===== src/circular_orbit_position_generator_core_macros.svh =====
// Assertion macros shared by the orbit position generator RTL files.
`ifndef CIRCULAR_ORBIT_POSITION_GENERATOR_CORE_MACROS_SVH
`define CIRCULAR_ORBIT_POSITION_GENERATOR_CORE_MACROS_SVH

// Same-cycle implication, sampled on clk_i and disabled during reset.
`define COPG_ASSERT_IMP(label, ante, cons, msg) \
  label: assert property (@(posedge clk_i) disable iff (!rst_ni) (ante) |-> (cons)) \
    else $error(msg);

// Next-cycle implication, sampled on clk_i and disabled during reset.
`define COPG_ASSERT_NXT(label, ante, cons, msg) \
  label: assert property (@(posedge clk_i) disable iff (!rst_ni) (ante) |=> (cons)) \
    else $error(msg);

`endif


===== src/copg_pkg.sv =====
// Shared types, constants and the CORDIC angle table of the orbit position generator.
package copg_pkg;

  localparam int PhaseBitsDef    = 32;
  localparam int CordicStagesDef = 16;
  localparam int AngleTableLen   = 24;

  localparam int TimeW      = 32;
  localparam int RadiusW    = 16;
  localparam int PhaseStepW = 32;
  localparam int TimeStepW  = 16;
  localparam int PosW       = 17;
  localparam int TrigW      = 17;
  localparam int CfgIdxW    = 2;
  localparam int CfgDataW   = 32;

  // Datapath widths of the CORDIC cells (Q2.30 vectors with headroom, angle in turn * 2^32).
  localparam int XW = 34;
  localparam int ZW = 34;

  // CORDIC gain 0.6072529 in Q2.30.
  localparam logic signed [XW-1:0] CordicGain = XW'(652032874);

  // atan(2^-i) in units of turn * 2^32, rounded.
  localparam logic [31:0] AngleTable [AngleTableLen] = '{
    32'd536870912, 32'd316933406, 32'd167458907, 32'd85004756, 32'd42667331, 32'd21354465,
    32'd10679838,  32'd5340245,   32'd2670163,   32'd1335087,  32'd667544,   32'd333772,
    32'd166886,    32'd83443,     32'd41722,     32'd20861,    32'd10430,    32'd5215,
    32'd2608,      32'd1304,      32'd652,       32'd326,      32'd163,      32'd81
  };

  typedef enum logic [CfgIdxW-1:0] {
    CfgRadius    = 2'd0,
    CfgPhaseStep = 2'd1,
    CfgTimeStep  = 2'd2
  } copg_cfg_reg_e;

  // Quarter turn the phase was rounded to before the CORDIC rotation.
  typedef enum logic [1:0] {
    Quad0   = 2'd0,
    Quad90  = 2'd1,
    Quad180 = 2'd2,
    Quad270 = 2'd3
  } copg_quad_e;

  // Data carried from one CORDIC cell to the next.
  typedef struct packed {
    logic [TimeW-1:0]       elapsed;
    copg_quad_e             quad;
    logic signed [XW-1:0]   x;
    logic signed [XW-1:0]   y;
    logic signed [ZW-1:0]   z;
  } copg_cell_t;

endpackage


===== src/copg_cordic_cell.sv =====
// One rotation-mode CORDIC micro-rotation, registered, with its own valid/ready handshake.
module copg_cordic_cell #(
  parameter int unsigned StageIdx = 0
) (
  input  logic                 clk_i,
  input  logic                 rst_ni,
  input  logic                 valid_i,
  output logic                 ready_o,
  input  copg_pkg::copg_cell_t data_i,
  output logic                 valid_o,
  input  logic                 ready_i,
  output copg_pkg::copg_cell_t data_o
);
  import copg_pkg::*;

  logic signed [XW-1:0] dx;
  logic signed [XW-1:0] dy;
  logic signed [ZW-1:0] angle;
  copg_cell_t           data_d;
  copg_cell_t           data_q;
  logic                 valid_q;

  assign dx    = data_i.y >>> StageIdx;
  assign dy    = data_i.x >>> StageIdx;
  assign angle = $signed(ZW'(AngleTable[StageIdx]));

  // Rotate toward zero residual angle.
  always_comb begin
    data_d = data_i;
    if (!data_i.z[ZW-1]) begin
      data_d.x = data_i.x - dx;
      data_d.y = data_i.y + dy;
      data_d.z = data_i.z - angle;
    end else begin
      data_d.x = data_i.x + dx;
      data_d.y = data_i.y - dy;
      data_d.z = data_i.z + angle;
    end
  end

  assign ready_o = !valid_q || ready_i;

  always_ff @(posedge clk_i or negedge rst_ni) begin
    if (!rst_ni) begin
      valid_q <= 1'b0;
    end else if (ready_o) begin
      valid_q <= valid_i;
    end
  end

  always_ff @(posedge clk_i) begin
    if (ready_o && valid_i) begin
      data_q <= data_d;
    end
  end

  assign valid_o = valid_q;
  assign data_o  = data_q;

endmodule


===== config.mk =====
export PLATFORM = sky130hd
export DESIGN_NAME = copg_cordic_cell
export DESIGN_NICKNAME = d
export VERILOG_FILES = /design/src/circular_orbit_position_generator_core_macros.svh /design/src/copg_pkg.sv /design/src/copg_cordic_cell.sv
export SDC_FILE = /design/constraint.sdc
export NUM_CORES = 1
export LEC_CHECK = 0
export ABC_AREA = 1
export BUFFER_PORTS_ARGS = -buffer_cell sky130_fd_sc_hd__buf_2
export CAP_MARGIN = 10
export CORE_ASPECT_RATIO = 1.75
export CORE_MARGIN = 2
export CORE_UTILIZATION = 40
export CTS_CLUSTER_SIZE = 14
export DETAILED_ROUTE_END_ITERATION = 12
export GPL_ROUTABILITY_DRIVEN = 0
export PLACE_DENSITY = 0.63
export SLEW_MARGIN = 20
export SYNTH_ARGS = -nofsm -noshare
export SYNTH_HDL_FRONTEND = slang
export SYNTH_SLANG_ARGS = --single-unit

===== constraint.sdc =====
create_clock -name clk_i -period 20.2 [get_ports clk_i]
set_input_delay 1.01 -clock clk_i [delete_from_list [all_inputs] [get_ports clk_i]]
set_output_delay 1.01 -clock clk_i [all_outputs]
set_load 0.02 [all_outputs]

# Yosys cells after proc, flatten, opt, wreduce, memory -nomap -nowiden

Index checks and enable logic that the tools add are counted.

Add/sub/neg operators: 5
Multiply operators: 0
Divide/modulo/power cells: 0
$lt $le $gt $ge: 0
Equality and inequality tests: 0
Shifts and indexed selects: 0
Multiplexer cells: 1
Bitwise gates (word level): 0
Reduce and logical (&&, ||, !) cells: 3

Operators with widths:

| kind                   | number |
|---|---|
| $mux 102               | 1 |
| $sub 34x34->34         | 2 |
| $add 34x31->34 const B | 1 |
| $add 34x34->34         | 1 |
| $sub 34x31->34 const B | 1 |
| $logic_and 1x1->1      | 1 |
| $logic_not 1->1        | 1 |
| $logic_or 1x1->1       | 1 |

Register bits: 137
Bits in latches: 0
RAM bits: 0
Memory bits (read-only): 0
Input bits: 140
Output and inout bits: 138
Word-level logic and storage cells: 15
Memories kept: 0

# Depth between registers and ports, before layout

Gate-level depths: netlist of run 1.

Depth after elaboration: 3
Mapped depth: 18
Gate-level depth less buffers: 17

# Worst setup path before layout of run 1

No wires, ideal clock.

Path kind: input port to flip-flop
From: input valid_i
To: register data_q (netlist bit data_o[0]) (enable)
Data arrival time: 7549 ps
Setup slack: 11977 ps
Stages: 2
Buffers on the path: 0
Path through: inv_1 > a21oi_1

Word-level cells in the longest chain between the ends: 1

Ends and longest elaborated chain:

| element              | RTL line               | RTL |
|---|---|---|
| from (decl)          | copg_cordic_cell.sv:7  | `input logic valid_i,` |
| $logic_and 1x1->1    | copg_cordic_cell.sv:52 | `if (ready_o && valid_i) begin` |
| to (signal assigned) | copg_cordic_cell.sv:53 | `data_q <= data_d;` |
| to (decl)            | copg_cordic_cell.sv:20 | `copg_cell_t data_q;` |

Every way passes these cells.
A chain may end at the register's enable or synchronous reset.

==> results.py, run 1 <==
metrics = {
    "status": {
        "status": "complete, no violations",
    },
    "sta": {
        "totalNegativeSetupSlack_ns": 0,
        "timing.clock.skew_ns": 0.01850,
        "highest_attainable_clock_frequency_mhz": 324.8,
        "final_hold_viol_count": 0,
        "holdWs_ns": 0.3469,
        "finalWorstPathRequiredPeriod_ns": 3.079,
        "slew_headroom_pct": 29.42,
        "finalSetupViolations": 0,
        "fin_crit_sh_pct": 15.24,
        "worst_pin_slew_ns": 1.059,
        "setup_repair_after_global_routing_missed_its_margin": "no",
        "timing_max_transition_violations_final": 0,
    },
    "floorplan": {
        "floorplan.initialDensity_pct": 40.29,
        "ioPinCount": 278,
        "floorplan.core_area_um2": 28420,
        "die_h_um": 227.8,
        "row_count": 82,
        "die-area_um2": 30050,
        "die_w_um": 131.9,
    },
    "synth": {
        "yosys_warnings": 0,
        "postSynth.topFlopCell": "sky130_fd_sc_hd__edfxtp_1",
        "number_of_distinct_library_cells_after_synthesis": 46,
        "ys_top_cells_by_area": "sky130_fd_sc_hd__edfxtp_1 35%, sky130_fd_sc_hd__nand2_1 14%, sky130_fd_sc_hd__ha_1 11%",
        "yosys_register_bits": 136,
        "netlist.area_leader.share_pct": 35.41,
        "synthesis.nets": 1805,
        "syn_inst": 1559,
        "post_synth_instance_area_um2": 11450,
        "synth_async_sr_flop_share_pct": 0.7353,
        "share_of_synthesized_area_occupied_by_flip_flops_and_latches_pct": 35.62,
        "syn_avg_cell_area_um2": 7.344,
        "synth.largest_area_cell": "sky130_fd_sc_hd__edfxtp_1",
        "synth_edf_count": 135,
    },
    "final_layout": {
        "drive_gt1_share_pct": 19.51,
        "stdcell_count": 2208,
        "final_nets": 2063,
        "num_antenna_cells": 0,
        "syn_to_final_growth_pct": 19.32,
        "fillerInstances": 2901,
        "final_cell_area_um2": 13660,
    },
    "global_route": {
        "grt_antenna_before_repair": 0,
        "globalRouteOverflowTotal": 0,
        "met3_usage_pct": 3.289,
        "globalRouteMet1Util_pct": 26.49,
        "track_usage_pct": 26.07,
        "largest_net_degree_at_the_start_of_global_routing": 85,
        "globalRouteMet2Util_pct": 46.47,
        "global_route_hottest_layer": "met2",
        "grt_pass1_wl_um": 60350,
        "grt_pass1_vias": 11480,
    },
    "cts": {
        "cts.hold.buffers_added": 0,
        "numClockSinks": 136,
        "total_clock_buffers_created_by_cts": 17,
        "cts_tree": "done",
        "clk_pin_slew_ns": 0.07,
        "count_of_h_tree_levels_built_during_cts": 4,
        "worst_skew_pair.late_latency_ns": 0.44,
        "cts-root-to-sink-buffers": 2,
        "clk_root_buffer_cell": "sky130_fd_sc_hd__clkbuf_16",
        "post_cts_resize_count": 0,
        "cts.repair_timing.setup_buffer_count": 0,
    },
    "setup_path": {
        "r2r_start": "valid_o",
        "r2r_cells": 3,
        "crit_type": "input pin to flip-flop",
        "cp_data_arrival_time_ns": 3.26,
        "ff2ff_setup_slack_ns": 17.41,
        "r2r_end": "data_o[31]",
        "critical_path.max_fanout": 13,
        "cp_data_required_time_ns": 20.38,
        "critPathLaunchType": "input pin",
        "crit_path_end_kind": "flip-flop",
    },
    "routing": {
        "first_iter_violations": 1095,
        "first_pass_iters": 5,
        "detailroute.via_count": 11650,
        "drtAntennaViolNets": 0,
        "detail_route.drc_violations": 0,
        "wl_um": 39680,
        "vias_per_cell": 5.278,
        "wire_per_inst_um": 17.97,
    },
    "power_and_ir_drop": {
        "max-vdd-ir-drop_uv": 55.10,
        "power_mw": 0.9572,
        "pwr_density_cell_nw_per_um2": 70.06,
        "leakagePower_nw": 6.753,
    },
    "placement": {
        "placedCellCount": 2176,
        "dp_hpwl_um": 32720,
        "buffer_ports.inserted": 277,
        "place_area_um2": 13100,
    },
    "run": {
        "timing.max_cap.violations": 0,
    },
    "hold_path": {
        "hold_path_class": "input pin to async pin",
    },
}
[layout by cell type, fill, tap and decap left out, types with 3 or more instances in the layout]
| master | netlist | layout |
|---|---|---|
| sky130_fd_sc_hd__o21bai_1 | 12 | 12 |
| sky130_fd_sc_hd__buf_2 | 10 | 277 |
| sky130_fd_sc_hd__edfxtp_1 | 135 | 135 |
| sky130_fd_sc_hd__o211ai_1 | 4 | 4 |
| sky130_fd_sc_hd__inv_6 | 0 | 5 |
| sky130_fd_sc_hd__nand4_1 | 11 | 11 |
| sky130_fd_sc_hd__inv_1 | 212 | 212 |
| sky130_fd_sc_hd__buf_4 | 21 | 4 |
| sky130_fd_sc_hd__nor3_2 | 5 | 5 |
| sky130_fd_sc_hd__o22ai_1 | 4 | 4 |
| sky130_fd_sc_hd__a21o_1 | 11 | 11 |
| sky130_fd_sc_hd__o31ai_1 | 4 | 4 |
| sky130_fd_sc_hd__clkinv_4 | 0 | 3 |
| sky130_fd_sc_hd__nand2_2 | 8 | 8 |
| sky130_fd_sc_hd__ha_1 | 102 | 102 |
| sky130_fd_sc_hd__o21ai_0 | 79 | 79 |
| sky130_fd_sc_hd__a31oi_1 | 3 | 3 |
| sky130_fd_sc_hd__inv_2 | 8 | 9 |
| sky130_fd_sc_hd__nor4_2 | 3 | 3 |
| sky130_fd_sc_hd__nor2_1 | 132 | 132 |
| sky130_fd_sc_hd__a21oi_1 | 127 | 126 |
| sky130_fd_sc_hd__nand3_1 | 154 | 154 |
| sky130_fd_sc_hd__clkinvlp_4 | 0 | 3 |
| sky130_fd_sc_hd__nand2_1 | 414 | 414 |
| sky130_fd_sc_hd__nor3_1 | 10 | 10 |
| sky130_fd_sc_hd__xor2_1 | 27 | 27 |
| sky130_fd_sc_hd__or2_2 | 4 | 4 |
| sky130_fd_sc_hd__nor2_2 | 8 | 8 |
| sky130_fd_sc_hd__clkbuf_16 | 0 | 17 |
| sky130_fd_sc_hd__fa_1 | 4 | 4 |
| sky130_fd_sc_hd__o21ai_1 | 15 | 15 |
[worst max-delay path by stage]
stage                     from          end  slack [ns]  depth (start not counted)
global route        data_i[40]   data_o[92]       16.92                         14
finish              data_i[37]   data_o[89]       17.12                         12
floorplan              valid_i    data_o[0]       11.98                          2
detailed placement     ready_i   data_o[65]       16.63                          5
global placement       ready_i  data_o[131]       16.65                          5
CTS                    ready_i   data_o[87]       17.09                          5
[metal layers]
metal / wire (µm) / share of wire (%) / vias to the layer above
met1: 13790 / 35 / 5249
met3: 2259 / 5.7 / 179
met4: 3899 / 9.8 / 0
met5: 0 / 0 / -
li1: - / - / 5637
met2: 19730 / 50 / 588
[flip-flops by register name, summed over array words and instances (netlist names)]
signal   flops
data_o     135
valid_o      1
[through the flow]
stage	util, %	setup slack, ns
4_1_cts	48.07	17.09
2_1_floorplan	-	11.98
5_1_grt	48.07	16.92
6_report	48.07	17.12
3_5_place_dp	46.10	16.63
3_3_place_gp	46.10	16.65
[worst max-delay path, stage by stage]
cell                      delay, ns
sky130_fd_sc_hd__buf_2         0.10
sky130_fd_sc_hd__inv_1         0.04
sky130_fd_sc_hd__ha_1          0.59
sky130_fd_sc_hd__nand2_2       0.23
sky130_fd_sc_hd__nor2_2        0.20
sky130_fd_sc_hd__a21oi_1       0.12
sky130_fd_sc_hd__o21ai_1       0.47
sky130_fd_sc_hd__nand2_1       0.14
sky130_fd_sc_hd__nand2_1       0.09
sky130_fd_sc_hd__nand2_1       0.06
sky130_fd_sc_hd__nand3_1       0.09
sky130_fd_sc_hd__nand2_1       0.10
[logic make-up after synthesis]
family / synth area share [%]
buffers and inverters: 9.420
XOR/XNOR: 2.142
multiplexers: 0.08743
AO/OA/AOI/OAI: 12.86
flip-flops: 35.62
adder cells (fa/ha/maj): 11.85
AND/OR/NAND/NOR: 28.02
[final cells by class]
type / instances / area, µm² / area share, %
multi-input combinational: 1160 / 6304 / 46.14
timing repair buffer: 281 / 1416 / 10.37
tap: 378 / 473.0 / 3.462
clock inverter: 15 / 135.1 / 0.9891
sequential: 136 / 4079 / 29.86
inverter: 221 / 829.5 / 6.072
clock buffer: 17 / 425.4 / 3.114
[synth_stat cells, drive strengths merged, types with 2 or more instances]
cell,instances
edfxtp,135
fa,4
o22ai,4
clkbuf,9
nand3b,2
a21o,11
nand4,11
nor3,15
ha,102
o21ai,96
a21oi,129
nor2,140
nor4,4
buf,33
inv,220
a31oi,3
a21boi,2
o31ai,4
nand2,422
xor2,27
or2,7
nand3,155
o211ai,6
o21bai,12
[where the power goes]
part           leakage [nW]  switching, mW  total (mW)  internal, mW
clock                 0.266          0.134       0.295         0.161
combinational          5.19          0.221       0.315        0.0940
sequential             1.30        0.00626       0.348         0.342
total                  6.75          0.360       0.957         0.597
No activity file was read; power rests on OpenSTA's default activity.
==> run 2: changes to the inputs <==
clock period = 3.1 ns   (was 20.2 ns; I/O delays follow)
==> results.py, run 2 (synthesis gave the netlist of run 1 again) <==
metrics = {
    "power_and_ir_drop": {
        "power.share.sequential_pct": 35.5,
        "power.clock.fraction_pct": 31.3,
        "max-vdd-ir-drop_uv": 305.3,
        "share_of_total_power_in_combinational_logic_pct": 33.1,
        "pwr_density_cell_nw_per_um2": 442.0,
        "leakagePower_nw": 7.119,
        "total_switching_power_mw": 2.350,
        "intPower_mw": 4.046,
        "p_sw_share_pct": 36.74,
    },
    "run": {
        "timing.max_cap.violations": 0,
    },
    "final_layout": {
        "syn_to_final_growth_pct": 26.40,
        "largest_register_ffs": 135,
        "final_cell_area_um2": 14470,
        "drive_gt1_share_pct": 19.42,
        "final_nets": 2143,
        "leading_cell_types_in_the_layout_fill_and_taps_excluded": "414 x sky130_fd_sc_hd__nand2_1, 277 x sky130_fd_sc_hd__buf_2, 212 x sky130_fd_sc_hd__inv_1",
        "sequential_cell_area_um2": 4080,
        "multi_input_comb_area_um2": 6304,
        "fillerInstances": 2842,
        "num_antenna_cells": 0,
        "layout_commonest_cell": "sky130_fd_sc_hd__nand2_1",
    },
    "global_route": {
        "track_usage_pct": 27.19,
        "globalRouteOverflowTotal": 0,
        "largest_net_degree_at_the_start_of_global_routing": 36,
        "grt_pass1_wl_um": 62780,
        "grt_antenna_before_repair": 0,
        "grt_pass1_vias": 12010,
    },
    "sta": {
        "setup_repair_after_global_routing_missed_its_margin": "no",
        "totalNegativeSetupSlack_ns": 0,
        "slew_headroom_pct": 54.07,
        "setup_ws_ns": 0.9705,
        "fin_crit_sh_pct": 68.69,
        "timing_max_transition_violations_final": 0,
        "highest_attainable_clock_frequency_mhz": 469.6,
        "final_hold_viol_count": 0,
        "holdWs_ns": 0.01767,
        "worst_pin_slew_ns": 0.6889,
        "finalSetupViolations": 0,
        "finalWorstPathRequiredPeriod_ns": 2.130,
        "timing.clock.skew_ns": 0.009894,
    },
    "cts": {
        "total_clock_buffers_created_by_cts": 17,
        "cts.repair_timing.setup_buffer_count": 0,
        "cts_tree": "done",
        "numClockSinks": 136,
        "clk_root_buffer_cell": "sky130_fd_sc_hd__clkbuf_16",
        "count_of_h_tree_levels_built_during_cts": 4,
        "worst_skew_pair.late_latency_ns": 0.44,
        "clk_pin_slew_ns": 0.06,
        "post_cts_resize_count": 0,
        "cts-root-to-sink-buffers": 2,
    },
    "routing": {
        "first_pass_iters": 5,
        "vias_per_cell": 5.235,
        "drtAntennaViolNets": 0,
        "detail_route.drc_violations": 0,
        "wl_um": 41090,
        "detailroute.via_count": 11980,
        "first_iter_violations": 782,
        "wire_per_inst_um": 17.96,
    },
    "floorplan": {
        "row_count": 82,
        "ioPinCount": 278,
        "floorplan.initialDensity_pct": 40.29,
        "die-area_um2": 30050,
        "die_h_um": 227.8,
        "die_w_um": 131.9,
        "floorplan.core_area_um2": 28420,
    },
    "status": {
        "status": "complete, no violations",
    },
    "setup_path": {
        "crit_type": "input pin to flip-flop",
        "critical_path.max_fanout": 11,
        "cp_data_required_time_ns": 3.27,
        "critPathLaunchType": "input pin",
        "r2r_cells": 2,
        "crit_path_end_kind": "flip-flop",
        "cp_data_arrival_time_ns": 2.30,
    },
    "placement": {
        "dp_hpwl_um": 33990,
        "place_area_um2": 13210,
        "placement.setup.worst_slack_ns": 0.5729,
        "buffer_ports.inserted": 277,
    },
    "hold_path": {
        "hold_path_class": "input pin to async pin",
    },
}
==> run 2: cell count changes in the layout (fill, tap and decap cells not counted), sizes merged <==
| cell | change |
|---|---|
| buf | +13 |
| bufinv | +1 |
| clkinv | +2 |
| clkinvlp | -2 |
| dlygate4sd3 | +67 |
| inv | -1 |
==> run 2: worst paths after layout <==
kind	start	endpoint	slack (ns)
worst max-delay path	data_i[40]	data_o[84]	0.97
worst min-delay path	rst_ni	valid_o	0.02
worst max register to register	valid_o	data_o[110]	1.37
worst min register to register	valid_o	data_o[121]	0.76
max in group asynchronous	rst_ni	valid_o	2.99
min in group clk_i	data_i[30]	data_o[30]	0.09
==> run 2: final cells by class <==
cell class / instances / area share (%)
sequential: 136 / 28.19
clock inverter: 15 / 1.133
clock buffer: 17 / 2.939
inverter: 221 / 5.732
tap: 378 / 3.268
timing repair buffer: 361 / 15.18
multi-input combinational: 1160 / 43.56
==> run 2: per-layer routing <==
layer | GRT usage (%) | part of all wire (%)
met1 | 26.05 | 34
met2 | 47.84 | 49
met3 | 3.489 | 4.7
met4 | 28.74 | 12
met5 | 0 | 0
==> run 2: worst max-delay path, stage by stage <==
cell and delay (ns):
sky130_fd_sc_hd__buf_2 0.11, sky130_fd_sc_hd__inv_1 0.04, sky130_fd_sc_hd__ha_1 0.54, sky130_fd_sc_hd__nand2_1 0.26, sky130_fd_sc_hd__o21ai_0 0.29, sky130_fd_sc_hd__inv_1 0.09, sky130_fd_sc_hd__nand2_1 0.08, sky130_fd_sc_hd__nand2_1 0.08
sky130_fd_sc_hd__nand2_1 0.13, sky130_fd_sc_hd__nor2_1 0.05, sky130_fd_sc_hd__o31ai_1 0.48
==> run 2: power by group through the flow <==
stage / Combinational (mW) / Clock, mW / Sequential, mW
after global routing: 2.32 / 2.13 / 2.28
after global placement: 2.00 / 0 / 2.31
final: 2.12 / 2.00 / 2.27
after detailed placement: 2.02 / 0 / 2.31
after floorplan: 1.14 / 0 / 2.49
after CTS: 2.10 / 2.05 / 2.27
==> run 2: through the flow <==
step | power, mW | util, % | instances
floorplan | 3.626 | - | 1559
global placement | 4.310 | 46.49 | 2189
detailed placement | 4.333 | 46.49 | 2189
CTS | 6.422 | 50.92 | 2288
global route | 6.733 | 50.92 | 2288
finish | 6.397 | 50.92 | 2288
==> run 2: what timing repair did <==
action,CTS,global route
hold buffers,67,0
endpoints found under the setup margin,0,0
hold endpoints to repair,66,0
