<file path="config.mk">
export PLATFORM = sky130hd
export DESIGN_NAME = copg_scale
export DESIGN_NICKNAME = d
export VERILOG_FILES = /design/src/copg_pkg.sv /design/src/copg_scale.sv
export VERILOG_INCLUDE_DIRS = /design/src /design/src/src
export SDC_FILE = /design/constraint.sdc
export NUM_CORES = 1
export LEC_CHECK = 0
export BUFFER_PORTS_ARGS = -buffer_cell sky130_fd_sc_hd__buf_2
export CAP_MARGIN = 20
export CORE_AREA = 2 2 240 266
export DETAILED_ROUTE_END_ITERATION = 8
export DIE_AREA = 0 0 242 268
export GPL_TIMING_DRIVEN = 0
export SLEW_MARGIN = 10
export SYNTH_ARGS = -nofsm -noshare
export SYNTH_HDL_FRONTEND = slang
export SYNTH_SLANG_ARGS = --single-unit
</file>
<file path="constraint.sdc">
create_clock -name clk_i -period 9.9 [get_ports clk_i]
set_clock_uncertainty 0.1 [all_clocks]
set_input_delay 0 -clock clk_i [delete_from_list [all_inputs] [get_ports clk_i]]
set_output_delay 0 -clock clk_i [all_outputs]
set_load 0.02 [all_outputs]
</file>
<file path="src/circular_orbit_position_generator_core_macros.svh">
// Assertion macros shared by the orbit position generator RTL files.
`ifndef CIRCULAR_ORBIT_POSITION_GENERATOR_CORE_MACROS_SVH
`define CIRCULAR_ORBIT_POSITION_GENERATOR_CORE_MACROS_SVH

// Same-cycle implication, sampled on clk_i and disabled during reset.
`define COPG_ASSERT_IMP(label, ante, cons, msg) \
  label: assert property (@(posedge clk_i) disable iff (!rst_ni) (ante) |-> (cons)) \
    else $error(msg);

// Next-cycle implication, sampled on clk_i and disabled during reset.
`define COPG_ASSERT_NXT(label, ante, cons, msg) \
  label: assert property (@(posedge clk_i) disable iff (!rst_ni) (ante) |=> (cons)) \
    else $error(msg);

`endif

</file>
<file path="src/copg_pkg.sv">
// Shared types, constants and the CORDIC angle table of the orbit position generator.
package copg_pkg;

  localparam int PhaseBitsDef    = 32;
  localparam int CordicStagesDef = 16;
  localparam int AngleTableLen   = 24;

  localparam int TimeW      = 32;
  localparam int RadiusW    = 16;
  localparam int PhaseStepW = 32;
  localparam int TimeStepW  = 16;
  localparam int PosW       = 17;
  localparam int TrigW      = 17;
  localparam int CfgIdxW    = 2;
  localparam int CfgDataW   = 32;

  // Datapath widths of the CORDIC cells (Q2.30 vectors with headroom, angle in turn * 2^32).
  localparam int XW = 34;
  localparam int ZW = 34;

  // CORDIC gain 0.6072529 in Q2.30.
  localparam logic signed [XW-1:0] CordicGain = XW'(652032874);

  // atan(2^-i) in units of turn * 2^32, rounded.
  localparam logic [31:0] AngleTable [AngleTableLen] = '{
    32'd536870912, 32'd316933406, 32'd167458907, 32'd85004756, 32'd42667331, 32'd21354465,
    32'd10679838,  32'd5340245,   32'd2670163,   32'd1335087,  32'd667544,   32'd333772,
    32'd166886,    32'd83443,     32'd41722,     32'd20861,    32'd10430,    32'd5215,
    32'd2608,      32'd1304,      32'd652,       32'd326,      32'd163,      32'd81
  };

  typedef enum logic [CfgIdxW-1:0] {
    CfgRadius    = 2'd0,
    CfgPhaseStep = 2'd1,
    CfgTimeStep  = 2'd2
  } copg_cfg_reg_e;

  // Quarter turn the phase was rounded to before the CORDIC rotation.
  typedef enum logic [1:0] {
    Quad0   = 2'd0,
    Quad90  = 2'd1,
    Quad180 = 2'd2,
    Quad270 = 2'd3
  } copg_quad_e;

  // Data carried from one CORDIC cell to the next.
  typedef struct packed {
    logic [TimeW-1:0]       elapsed;
    copg_quad_e             quad;
    logic signed [XW-1:0]   x;
    logic signed [XW-1:0]   y;
    logic signed [ZW-1:0]   z;
  } copg_cell_t;

endpackage

</file>
<file path="src/copg_scale.sv">
// Rounding, quadrant mapping and radius scaling stages behind the CORDIC chain.
module copg_scale (
  input  logic                                  clk_i,
  input  logic                                  rst_ni,
  input  logic                                  valid_i,
  output logic                                  ready_o,
  input  copg_pkg::copg_cell_t                  data_i,
  input  logic [copg_pkg::RadiusW-1:0]          radius_i,
  output logic                                  valid_o,
  input  logic                                  ready_i,
  output logic [copg_pkg::TimeW-1:0]            elapsed_o,
  output logic signed [copg_pkg::PosW-1:0]      x_o,
  output logic signed [copg_pkg::PosW-1:0]      y_o
);
  import copg_pkg::*;

  `include "circular_orbit_position_generator_core_macros.svh"

  localparam logic signed [XW-1:0]    QMax   = XW'(32768);
  localparam logic signed [XW-1:0]    QMin   = -QMax;
  localparam logic signed [XW-1:0]    QHalf  = XW'(16384);
  localparam logic signed [TrigW-1:0] TrigMax = TrigW'(32768);
  localparam logic signed [TrigW-1:0] TrigMin = -TrigMax;

  // Round half up to Q.15 and clamp to plus or minus one.
  function automatic logic signed [TrigW-1:0] to_q15(input logic signed [XW-1:0] v);
    logic signed [XW-1:0] r;
    r = (v + QHalf) >>> 15;
    if (r > QMax) begin
      r = QMax;
    end else if (r < QMin) begin
      r = QMin;
    end
    return TrigW'(r);
  endfunction

  logic                     a_ready;
  logic                     b_ready;
  logic                     c_ready;

  logic signed [TrigW-1:0]  x_r;
  logic signed [TrigW-1:0]  y_r;
  logic signed [TrigW-1:0]  cs_d;
  logic signed [TrigW-1:0]  sn_d;

  logic                     a_valid_q;
  logic [TimeW-1:0]         a_time_q;
  logic signed [TrigW-1:0]  a_cs_q;
  logic signed [TrigW-1:0]  a_sn_q;

  logic signed [TrigW-1:0]  cs_abs;
  logic signed [TrigW-1:0]  sn_abs;
  logic [2*RadiusW-1:0]     prod_x;
  logic [2*RadiusW-1:0]     prod_y;

  logic                     b_valid_q;
  logic [TimeW-1:0]         b_time_q;
  logic [RadiusW-1:0]       b_px_q;
  logic [RadiusW-1:0]       b_py_q;
  logic                     b_negx_q;
  logic                     b_negy_q;

  logic                     c_valid_q;
  logic [TimeW-1:0]         c_time_q;
  logic signed [PosW-1:0]   c_x_q;
  logic signed [PosW-1:0]   c_y_q;
  logic signed [PosW-1:0]   px_ext;
  logic signed [PosW-1:0]   py_ext;

  assign c_ready = !c_valid_q || ready_i;
  assign b_ready = !b_valid_q || c_ready;
  assign a_ready = !a_valid_q || b_ready;
  assign ready_o = a_ready;

  // Stage A: round the CORDIC vector and rotate it back by the quarter turn.
  assign x_r = to_q15(data_i.x);
  assign y_r = to_q15(data_i.y);

  always_comb begin
    unique case (data_i.quad)
      Quad0: begin
        cs_d = x_r;
        sn_d = y_r;
      end
      Quad90: begin
        cs_d = -y_r;
        sn_d = x_r;
      end
      Quad180: begin
        cs_d = -x_r;
        sn_d = -y_r;
      end
      Quad270: begin
        cs_d = y_r;
        sn_d = -x_r;
      end
    endcase
  end

  // Stage B: magnitude times radius, truncated after the shift by 15.
  assign cs_abs = a_cs_q[TrigW-1] ? -a_cs_q : a_cs_q;
  assign sn_abs = a_sn_q[TrigW-1] ? -a_sn_q : a_sn_q;
  assign prod_x = cs_abs[RadiusW-1:0] * radius_i;
  assign prod_y = sn_abs[RadiusW-1:0] * radius_i;

  // Stage C: restore the sign, which truncates toward zero.
  assign px_ext = $signed({1'b0, b_px_q});
  assign py_ext = $signed({1'b0, b_py_q});

  always_ff @(posedge clk_i or negedge rst_ni) begin
    if (!rst_ni) begin
      a_valid_q <= 1'b0;
      b_valid_q <= 1'b0;
      c_valid_q <= 1'b0;
    end else begin
      if (a_ready) begin
        a_valid_q <= valid_i;
      end
      if (b_ready) begin
        b_valid_q <= a_valid_q;
      end
      if (c_ready) begin
        c_valid_q <= b_valid_q;
      end
    end
  end

  always_ff @(posedge clk_i) begin
    if (a_ready && valid_i) begin
      a_time_q <= data_i.elapsed;
      a_cs_q   <= cs_d;
      a_sn_q   <= sn_d;
    end
    if (b_ready && a_valid_q) begin
      b_time_q <= a_time_q;
      b_px_q   <= prod_x[RadiusW+14:15];
      b_py_q   <= prod_y[RadiusW+14:15];
      b_negx_q <= a_cs_q[TrigW-1];
      b_negy_q <= a_sn_q[TrigW-1];
    end
    if (c_ready && b_valid_q) begin
      c_time_q <= b_time_q;
      c_x_q    <= b_negx_q ? -px_ext : px_ext;
      c_y_q    <= b_negy_q ? -py_ext : py_ext;
    end
  end

  assign valid_o   = c_valid_q;
  assign elapsed_o = c_time_q;
  assign x_o       = c_x_q;
  assign y_o       = c_y_q;

  `COPG_ASSERT_IMP(a_trig_in_range, a_valid_q, (a_cs_q <= TrigMax) && (a_cs_q >= TrigMin) && (a_sn_q <= TrigMax) && (a_sn_q >= TrigMin), "rounded trig value out of range")
  `COPG_ASSERT_NXT(c_load_from_b, c_ready && b_valid_q, c_valid_q, "stage C dropped a transaction")

endmodule

</file>
Word-level counts from Yosys, hierarchy flattened. Index checks and enable logic that the tools add are counted.

Flip-flop bits (word level): 201. Output and inout port bits: 68. Input port bits: 156. Logic and storage cells: 53.

Multipliers: 2. Add/sub/neg operators: 8. Equality and inequality tests: 3. Reduce and logical (&&, ||, !) cells: 10. $lt $le $gt $ge: 4. Mux-type cells: 10.

Operators by type and width (count): 17-bit case mux with 4 select lines (2); 34-bit by 16-bit adder with 34-bit output, second input constant (2); 17-bit 2-to-1 mux (4); 16-bit 2-to-1 mux (4); 16-bit by 16-bit multiplier with 31-bit output (2); 19-bit by 17-bit greater-than comparator with 1-bit output, second input constant (2); 19-bit by 16-bit less-than comparator with 1-bit output, second input constant (2); 16-bit negator with 17-bit output (2); 17-bit negator (2); 16-bit negator (2); 2-bit equality test, second input constant (2); 1-bit logical AND (3); 1-bit zero test (3); 1-bit logical OR (3); 2-bit by 1-bit equality test with 1-bit output, second input constant (1); 2-bit zero test (1).

Depth between registers and ports, before layout. Gate-level depths: netlist of the first run.

Depth in word-level cells: 6. Mapped depth: 33. Mapped depth without buffers: 31.

Worst setup path before layout of the first run. Ideal clock, no wire load.

Path type: flip-flop to flip-flop. Start point: register a_sn_q[2]. End point: register b_py_q[15] (data pin). Setup slack: 1.770 ns. Data required time: 9.538 ns. Arrival time: 7.769 ns. Stages on the path, launching flop included: 28. Path buffers: 1. Setup time: 0.262 ns. Period minus slack after synthesis: 8.130 ns. Path through: edfxtp_1 > or3_1 > or3b_2 > or3b_2 > o31ai_1 > xnor2_1 > clkbuf_1 > nand2_1 > fa_1 > fa_1 > inv_1 > fa_1 > fa_1 > fa_1 > inv_1 > fa_1 > inv_1 > ha_1 > o21ai_0 > nor2_1 > or3_1 > a21oi_1 > o21ai_1 > a31oi_1 > o21ai_1 > nor4_1 > nor3_1 > xnor2_1.

Cells in the longest elaborated chain, start to end: 3.

RTL lines: start: declaration (line copg_scale.sv:49) `logic signed [TrigW-1:0] a_sn_q;`; start signal: assignment (line copg_scale.sv:132) `a_sn_q <= sn_d;`; 16-bit negator (line copg_scale.sv:102) `assign sn_abs = a_sn_q[TrigW-1] ? -a_sn_q : a_sn_q;`; 16-bit 2-to-1 mux * (line copg_scale.sv:102); 16-bit by 16-bit multiplier with 31-bit output * (line copg_scale.sv:104) `assign prod_y = sn_abs[RadiusW-1:0] * radius_i;`; named net prod_y[30] (line copg_scale.sv:54) `logic [2*RadiusW-1:0] prod_y;`; end signal: assignment (line copg_scale.sv:137) `b_py_q <= prod_y[RadiusW+14:15];`; end: declaration (line copg_scale.sv:59) `logic [RadiusW-1:0] b_py_q;`.

Mark *: on every way through the listed nets, which the timed path passes. The rest lies on a longest branch. A chain may end at the register's enable or synchronous reset.

Worst setup path after layout of the first run.
Start point: register a_cs_q[0]. End point: register b_px_q[15] (data pin).

Cells in the longest elaborated chain, start to end: 3.

RTL lines: start: declaration (line copg_scale.sv:48) `logic signed [TrigW-1:0] a_cs_q;`; start signal: assignment (line copg_scale.sv:131) `a_cs_q <= cs_d;`; 16-bit negator (line copg_scale.sv:101) `assign cs_abs = a_cs_q[TrigW-1] ? -a_cs_q : a_cs_q;`; 16-bit 2-to-1 mux * (line copg_scale.sv:101); 16-bit by 16-bit multiplier with 31-bit output * (line copg_scale.sv:103) `assign prod_x = cs_abs[RadiusW-1:0] * radius_i;`; named net prod_x[30] (line copg_scale.sv:53) `logic [2*RadiusW-1:0] prod_x;`; end signal: assignment (line copg_scale.sv:136) `b_px_q <= prod_x[RadiusW+14:15];`; end: declaration (line copg_scale.sv:58) `logic [RadiusW-1:0] b_px_q;`.

Marked as above.

==> flow_metrics.py, run 1 <==
metrics = {
    "sta": {
        "period_minus_slack_ns": 9.43,
        "post-route-period-util": 0.953,
        "drv_slew": 0,
        "fin_tns_setup_ns": 0,
        "slew_headroom": 0.286,
        "fmax_mhz": 106,
        "tightest_slew_ns": 1.06,
        "setup_ws_ns": 0.468,
        "setup_viol": 0,
        "hold_viol_final": 0,
    },
    "clocking": {
        "cts_tree": "built",
        "cts_buffer_depth": 3,
        "h-tree-depth": 1,
        "cts_setup_buffers": 0,
        "insertion_delay_ns": 0.54,
        "clk_pin_slew_ns": 0.06,
        "clock_sink_count": 201,
        "cts_root_buf": "clkbuf_16",
        "cts-buffers-inserted": 23,
    },
    "floorplanning": {
        "die-height_um": 268,
        "row_count": 96,
        "start_util": 0.418,
        "io_pins": 224,
        "dieArea_um2": 64900,
        "core_region_area_um2": 62000,
        "die_x_um": 242,
    },
    "global_route": {
        "grt.met2_usage": 0.386,
        "grt_overflow_total": 0,
        "top_usage_layer": "met2",
        "grt_max_degree": 50,
        "grt_use_met3": 0.0316,
        "grt_use_met1": 0.267,
        "grt_pass1_wl_mm": 110,
        "grt.total_usage": 0.217,
        "antenna_found_initial": 6,
        "grt_pass1_vias": 20600,
    },
    "critical_path": {
        "crit_path_start_kind": "flip-flop",
        "path_max_fanout": 10,
        "cp_common_cell": "fa_1",
        "cp-end-kind": "flip-flop",
        "cpMaxStageDelayCell": "clkbuf_1",
        "cp_slowest_stage_delay_ns": 0.60,
        "criticalPathCategory": "flip-flop to flip-flop",
        "cp.arrival_ns": 9.60,
        "crit_required_ns": 10.07,
    },
    "logic_synthesis": {
        "syn_nets": 3375,
        "yosys_warnings": 0,
        "syn-cell-area_um2": 25900,
        "synth-edff-count": 198,
        "syn_inst": 2633,
        "synthDistinctLibCells": 78,
        "syn_avg_cell_area_um2": 9.85,
        "seq_area_frac_synth": 0.232,
        "ys.flop_type": "edfxtp_1",
        "yosys_register_bits": 201,
        "async_flop_share": 0.0149,
    },
    "cells_and_area": {
        "fill_cells": 5911,
        "drive_gt1_frac": 0.0852,
        "area_delta_synth_final_pct": 11.5,
        "layout.nets": 3593,
    },
    "detailed_routing": {
        "drc": 0,
        "via_count": 19300,
        "ant_nets": 0,
        "drtPass1Iterations": 6,
        "drt-initial-drc-count": 1075,
        "via_per_inst": 5.20,
        "wl_mm": 69.7,
        "wl_per_cell_um": 18.8,
    },
    "place": {
        "dp_slack_ns": 0.276,
        "gp_congestion": 0.927,
        "dpl.hpwl_mm": 57.0,
        "io_buffers": 149,
    },
    "hold_path": {
        "hold_class": "primary input to flip-flop",
    },
    "outcome": {
        "status": "complete, no violations",
    },
    "job": {
        "drv_cap": 0,
    },
}
routing by layer:
metal | up-vias | wire, um | part of all wire
li1 | 8804 | - | -
met1 | 9635 | 28500 | 0.41
met2 | 652 | 34000 | 0.49
met3 | 159 | 4310 | 0.062
met4 | 8 | 2840 | 0.041
met5 | - | 53 | 0.00076
Yosys cell counts, types with 6 or more instances:
cell | count | area share
and4_1 | 7 | 0.0024
nor4_1 | 6 | 0.0014
and3_1 | 18 | 0.0043
o21a_1 | 10 | 0.0029
nand4_1 | 21 | 0.0051
nor2b_1 | 21 | 0.0051
inv_1 | 452 | 0.065
a21oi_1 | 36 | 0.0070
o21ai_0 | 47 | 0.0091
nand3_1 | 30 | 0.0058
or2_2 | 6 | 0.0014
o22ai_1 | 8 | 0.0019
fa_1 | 384 | 0.30
mux2i_1 | 10 | 0.0039
clkbuf_1 | 98 | 0.014
xor2_1 | 28 | 0.0095
nor3_1 | 36 | 0.0070
o31ai_1 | 31 | 0.0090
xnor2_1 | 128 | 0.043
a21o_1 | 9 | 0.0026
or4_1 | 6 | 0.0017
ha_1 | 202 | 0.097
nor2_1 | 73 | 0.011
edfxtp_1 | 198 | 0.23
nand2b_1 | 22 | 0.0053
a31oi_1 | 13 | 0.0031
or3_1 | 21 | 0.0051
buf_2 | 18 | 0.0035
and2_1 | 235 | 0.057
nand2_1 | 358 | 0.052
path summary, 6_finish.rpt:
| kind | to | slack, ns | start | cells after the start |
|---|---|---|---|---|
| worst max-delay path | b_px_q[15] | 0.47 | a_cs_q[0] | 29 |
| worst min-delay path | a_sn_q[0] | 0.04 | data_i[48] | 4 |
| worst max register to register | b_px_q[15] | 0.47 | a_cs_q[0] | 29 |
| worst min register to register | b_time_q[21] | 0.31 | a_time_q[21] | 0 |
| max in group asynchronous | b_valid_q | 9.32 | rst_ni | 3 |
| min in group asynchronous | valid_o | 0.23 | rst_ni | 3 |
per-stage QoR:
step	utilization	hold WS (ns)	instance area (um2)	instances
2_1_floorplan	-	-0.396	25900	2633
3_3_place_gp	0.447	-0.305	27700	3615
3_5_place_dp	0.449	-0.302	27800	3619
4_1_cts	0.466	0.0127	28900	3698
5_1_grt	0.466	0.0643	28900	3699
6_report	0.466	0.0358	28900	3700
critical path, delay by kind of cell, from the launching register on:
family                     cells  cell delay [ns]
AOI/OAI and AO/OA              9             2.57
xor gates and xnor gates       2             0.47
adders and majority gates      8             3.41
buffers and inverters          6             1.26
DFF                            1             0.56
and+or+nand+nor                4             0.75
state kept, by name, indices dropped and copies added, names as in the netlist:
signal,flops
a_sn_q,17
b_time_q,32
a_valid_q,1
x_o,17
b_negy_q,1
a_time_q,32
b_negx_q,1
b_px_q,16
valid_o,1
b_valid_q,1
elapsed_o,32
y_o,17
a_cs_q,17
b_py_q,16
cells in the final DEF, fill, tap and decap left out, drive strengths merged, types with 9 or more instances in the layout:
master	n
xor2	28
clkbuf	125
a21o	9
nand4	21
nand2	358
nor3	37
a21oi	36
ha	202
nand2b	22
edfxtp	198
dlygate4sd3	40
fa	384
nand3	30
a31oi	13
xnor2	128
nor2	73
buf	179
and3	18
nor2b	21
inv	455
o31ai	33
o21a	10
mux2i	10
o21ai	50
or3	21
and2	235
area by class of cell:
class                           instances  area, um2  area share
Clock inverter                         12       90.1     0.00312
Inverter                              452       1700      0.0587
Antenna cell                            2       5.00    0.000173
Buffer                                124        534      0.0185
Timing Repair Buffer                  193       1230      0.0425
Tap cell                              833       1040      0.0360
Sequential cell                       201       6020       0.208
Clock buffer                           27        591      0.0204
Multi-Input combinational cell       1856      17700       0.612
what timing repair did:
| action | 4_1_cts | 5_1_grt |
|---|---|---|
| endpoints found under the hold margin | 70 | 0 |
| gates resized for setup | 0 | 11 |
| hold buffers | 40 | 0 |
| endpoints found under the setup margin | 0 | 6 |
cell families (layout without fill, tap and decap cells):
group | count (synthesis) | in the layout | synth area share
flops | 201 | 201 | 0.232
compound gates | 221 | 221 | 0.0598
mux | 13 | 13 | 0.00516
xor+xnor | 156 | 156 | 0.0527
buf+inv | 576 | 808 | 0.0859
fa+ha+maj | 586 | 586 | 0.394
other cells | 0 | 2 | 0
simple gates | 880 | 880 | 0.170
Power of run 1 is not shown: default switching activity piles up to over one toggle a cycle in this logic, so the estimate is an artifact.
==> inputs of run 2 (changes only) <==
Settings changed: CORE_AREA 2 2 240 266 to 2 2 191 334, DIE_AREA 0 0 242 268 to 0 0 193 336, REMOVE_ABC_BUFFERS set to 1.
==> flow_metrics.py, run 2 (synthesis gave the netlist of run 1 again) <==
metrics = {
    "outcome": {
        "status": "complete, no violations",
    },
    "critical_path": {
        "rrSetupSlack_ns": 0.63,
        "cp-end-kind": "flip-flop",
        "cp.arrival_ns": 9.47,
        "cp_common_cell": "fa_1",
        "crit_required_ns": 10.10,
        "path_max_fanout": 17,
        "cp_slowest_stage_delay_ns": 0.66,
        "criticalPathCategory": "flip-flop to flip-flop",
        "reg2reg_from": "a_sn_q[0]",
        "crit_path_start_kind": "flip-flop",
        "rr_worst_depth": 26,
        "r2r-end": "b_py_q[15]",
        "cpMaxStageDelayCell": "edfxtp_1",
    },
    "sta": {
        "period_minus_slack_ns": 9.27,
        "setup_viol": 0,
        "post-route-period-util": 0.936,
        "grt_setup_unrepaired": "no",
        "fmax_mhz": 108,
        "tightest_slew_ns": 1.12,
        "drv_slew": 0,
        "fin_tns_setup_ns": 0,
        "slew_headroom": 0.248,
        "hold_viol_final": 0,
    },
    "cells_and_area": {
        "area_delta_synth_final_pct": 10.7,
        "mostFrequentLayoutCell": "inv_1",
        "layout_common_cells": "452 x inv_1, 384 x fa_1, 358 x nand2_1",
        "fill_cells": 5917,
        "drive_gt1_frac": 0.0958,
        "layout.nets": 3497,
        "seqCellArea_um2": 6020,
        "n_antenna_cell": 0,
        "multi_input_area_um2": 17900,
    },
    "place": {
        "gp_congestion": 0.914,
        "dpl.hpwl_mm": 48.4,
        "io_buffers": 161,
    },
    "floorplanning": {
        "die_x_um": 193,
        "core_region_area_um2": 62100,
        "row_count": 121,
        "die-height_um": 336,
        "dieArea_um2": 64800,
        "io_pins": 224,
        "start_util": 0.418,
    },
    "global_route": {
        "antenna_found_initial": 1,
        "grt_overflow_total": 0,
        "grt_pass1_wl_mm": 102,
        "grt_max_degree": 58,
        "grt.total_usage": 0.198,
        "grt_pass1_vias": 21100,
    },
    "clocking": {
        "cts_tree": "built",
        "clk_pin_slew_ns": 0.07,
        "cts-buffers-inserted": 20,
        "cts_root_buf": "clkbuf_16",
        "insertion_delay_ns": 0.54,
        "clock_sink_count": 201,
        "h-tree-depth": 1,
        "ctsResizeCount": 0,
        "cts_buffer_depth": 3,
    },
    "detailed_routing": {
        "drc": 0,
        "wl_mm": 61.6,
        "wl_per_cell_um": 17.3,
        "drt-initial-drc-count": 909,
        "drtPass1Iterations": 7,
        "via_per_inst": 5.26,
        "ant_nets": 0,
        "via_count": 18800,
    },
    "job": {
        "drv_cap": 0,
    },
    "hold_path": {
        "hold_path_depth": 5,
        "hold_class": "primary input to flip-flop",
        "min_to": "a_sn_q[16]",
        "min-delay-start": "data_i[66]",
    },
}
-- run 2: stage by stage --
step / hold slack (ns) / util / instances / setup slack (ns) / instance area (um2)
4_1_cts: 0.0100 / 0.462 / 3565 / 0.583 / 28700
5_1_grt: 0.0554 / 0.462 / 3566 / 0.158 / 28700
3_5_place_dp: -0.297 / 0.446 / 3491 / 0.594 / 27700
3_3_place_gp: -0.306 / 0.438 / 3469 / 0.560 / 27200
2_1_floorplan: -0.396 / - / 2509 / 1.65 / 25400
6_report: 0.0328 / 0.462 / 3566 / 0.635 / 28700
-- run 2: worst max-delay path by stage --
stage	from	end	slack [ns]	cells after the start
after global routing	a_sn_q[0]	b_py_q[15]	0.16	26
after CTS	a_sn_q[0]	b_py_q[15]	0.58	26
after detailed placement	a_sn_q[0]	b_py_q[15]	0.59	26
after global placement	a_sn_q[0]	b_py_q[15]	0.56	26
final	a_sn_q[0]	b_py_q[15]	0.63	26
after floorplan	a_sn_q[0]	b_py_q[15]	1.65	26
-- run 2: worst max-delay path, delay by kind of cell (launching register included) --
kind | cells | cell delay, ns
xor+xnor | 2 | 0.53
flops | 1 | 0.66
simple gates | 8 | 2.54
compound gates | 6 | 1.46
buf+inv | 3 | 0.16
fa+ha+maj | 7 | 3.55
-- run 2: cell type report --
type / count / share of cell area
timing repair buffer: 224 / 0.0516
sequential: 201 / 0.210
inverter: 452 / 0.0591
clock buffer: 23 / 0.0186
tap: 799 / 0.0348
clock inverter: 11 / 0.00301
multi-input combinational: 1856 / 0.623
-- run 2: repair_timing --
action                                 4_1_cts  5_1_grt
setup buffers                                0        0
endpoints found under the hold margin       50        0
hold buffers                                40        0
-- run 2: routing by layer --
layer / vias up / part of all wire / track usage
met3: 181 / 0.040 / 0.0195
met2: 503 / 0.56 / 0.388
met1: 9470 / 0.35 / 0.205
met5: - / 0.00016 / 0
li1: 8598 / - / -
met4: 2 / 0.051 / 0.101
Power of run 2 is left out for the same reason.
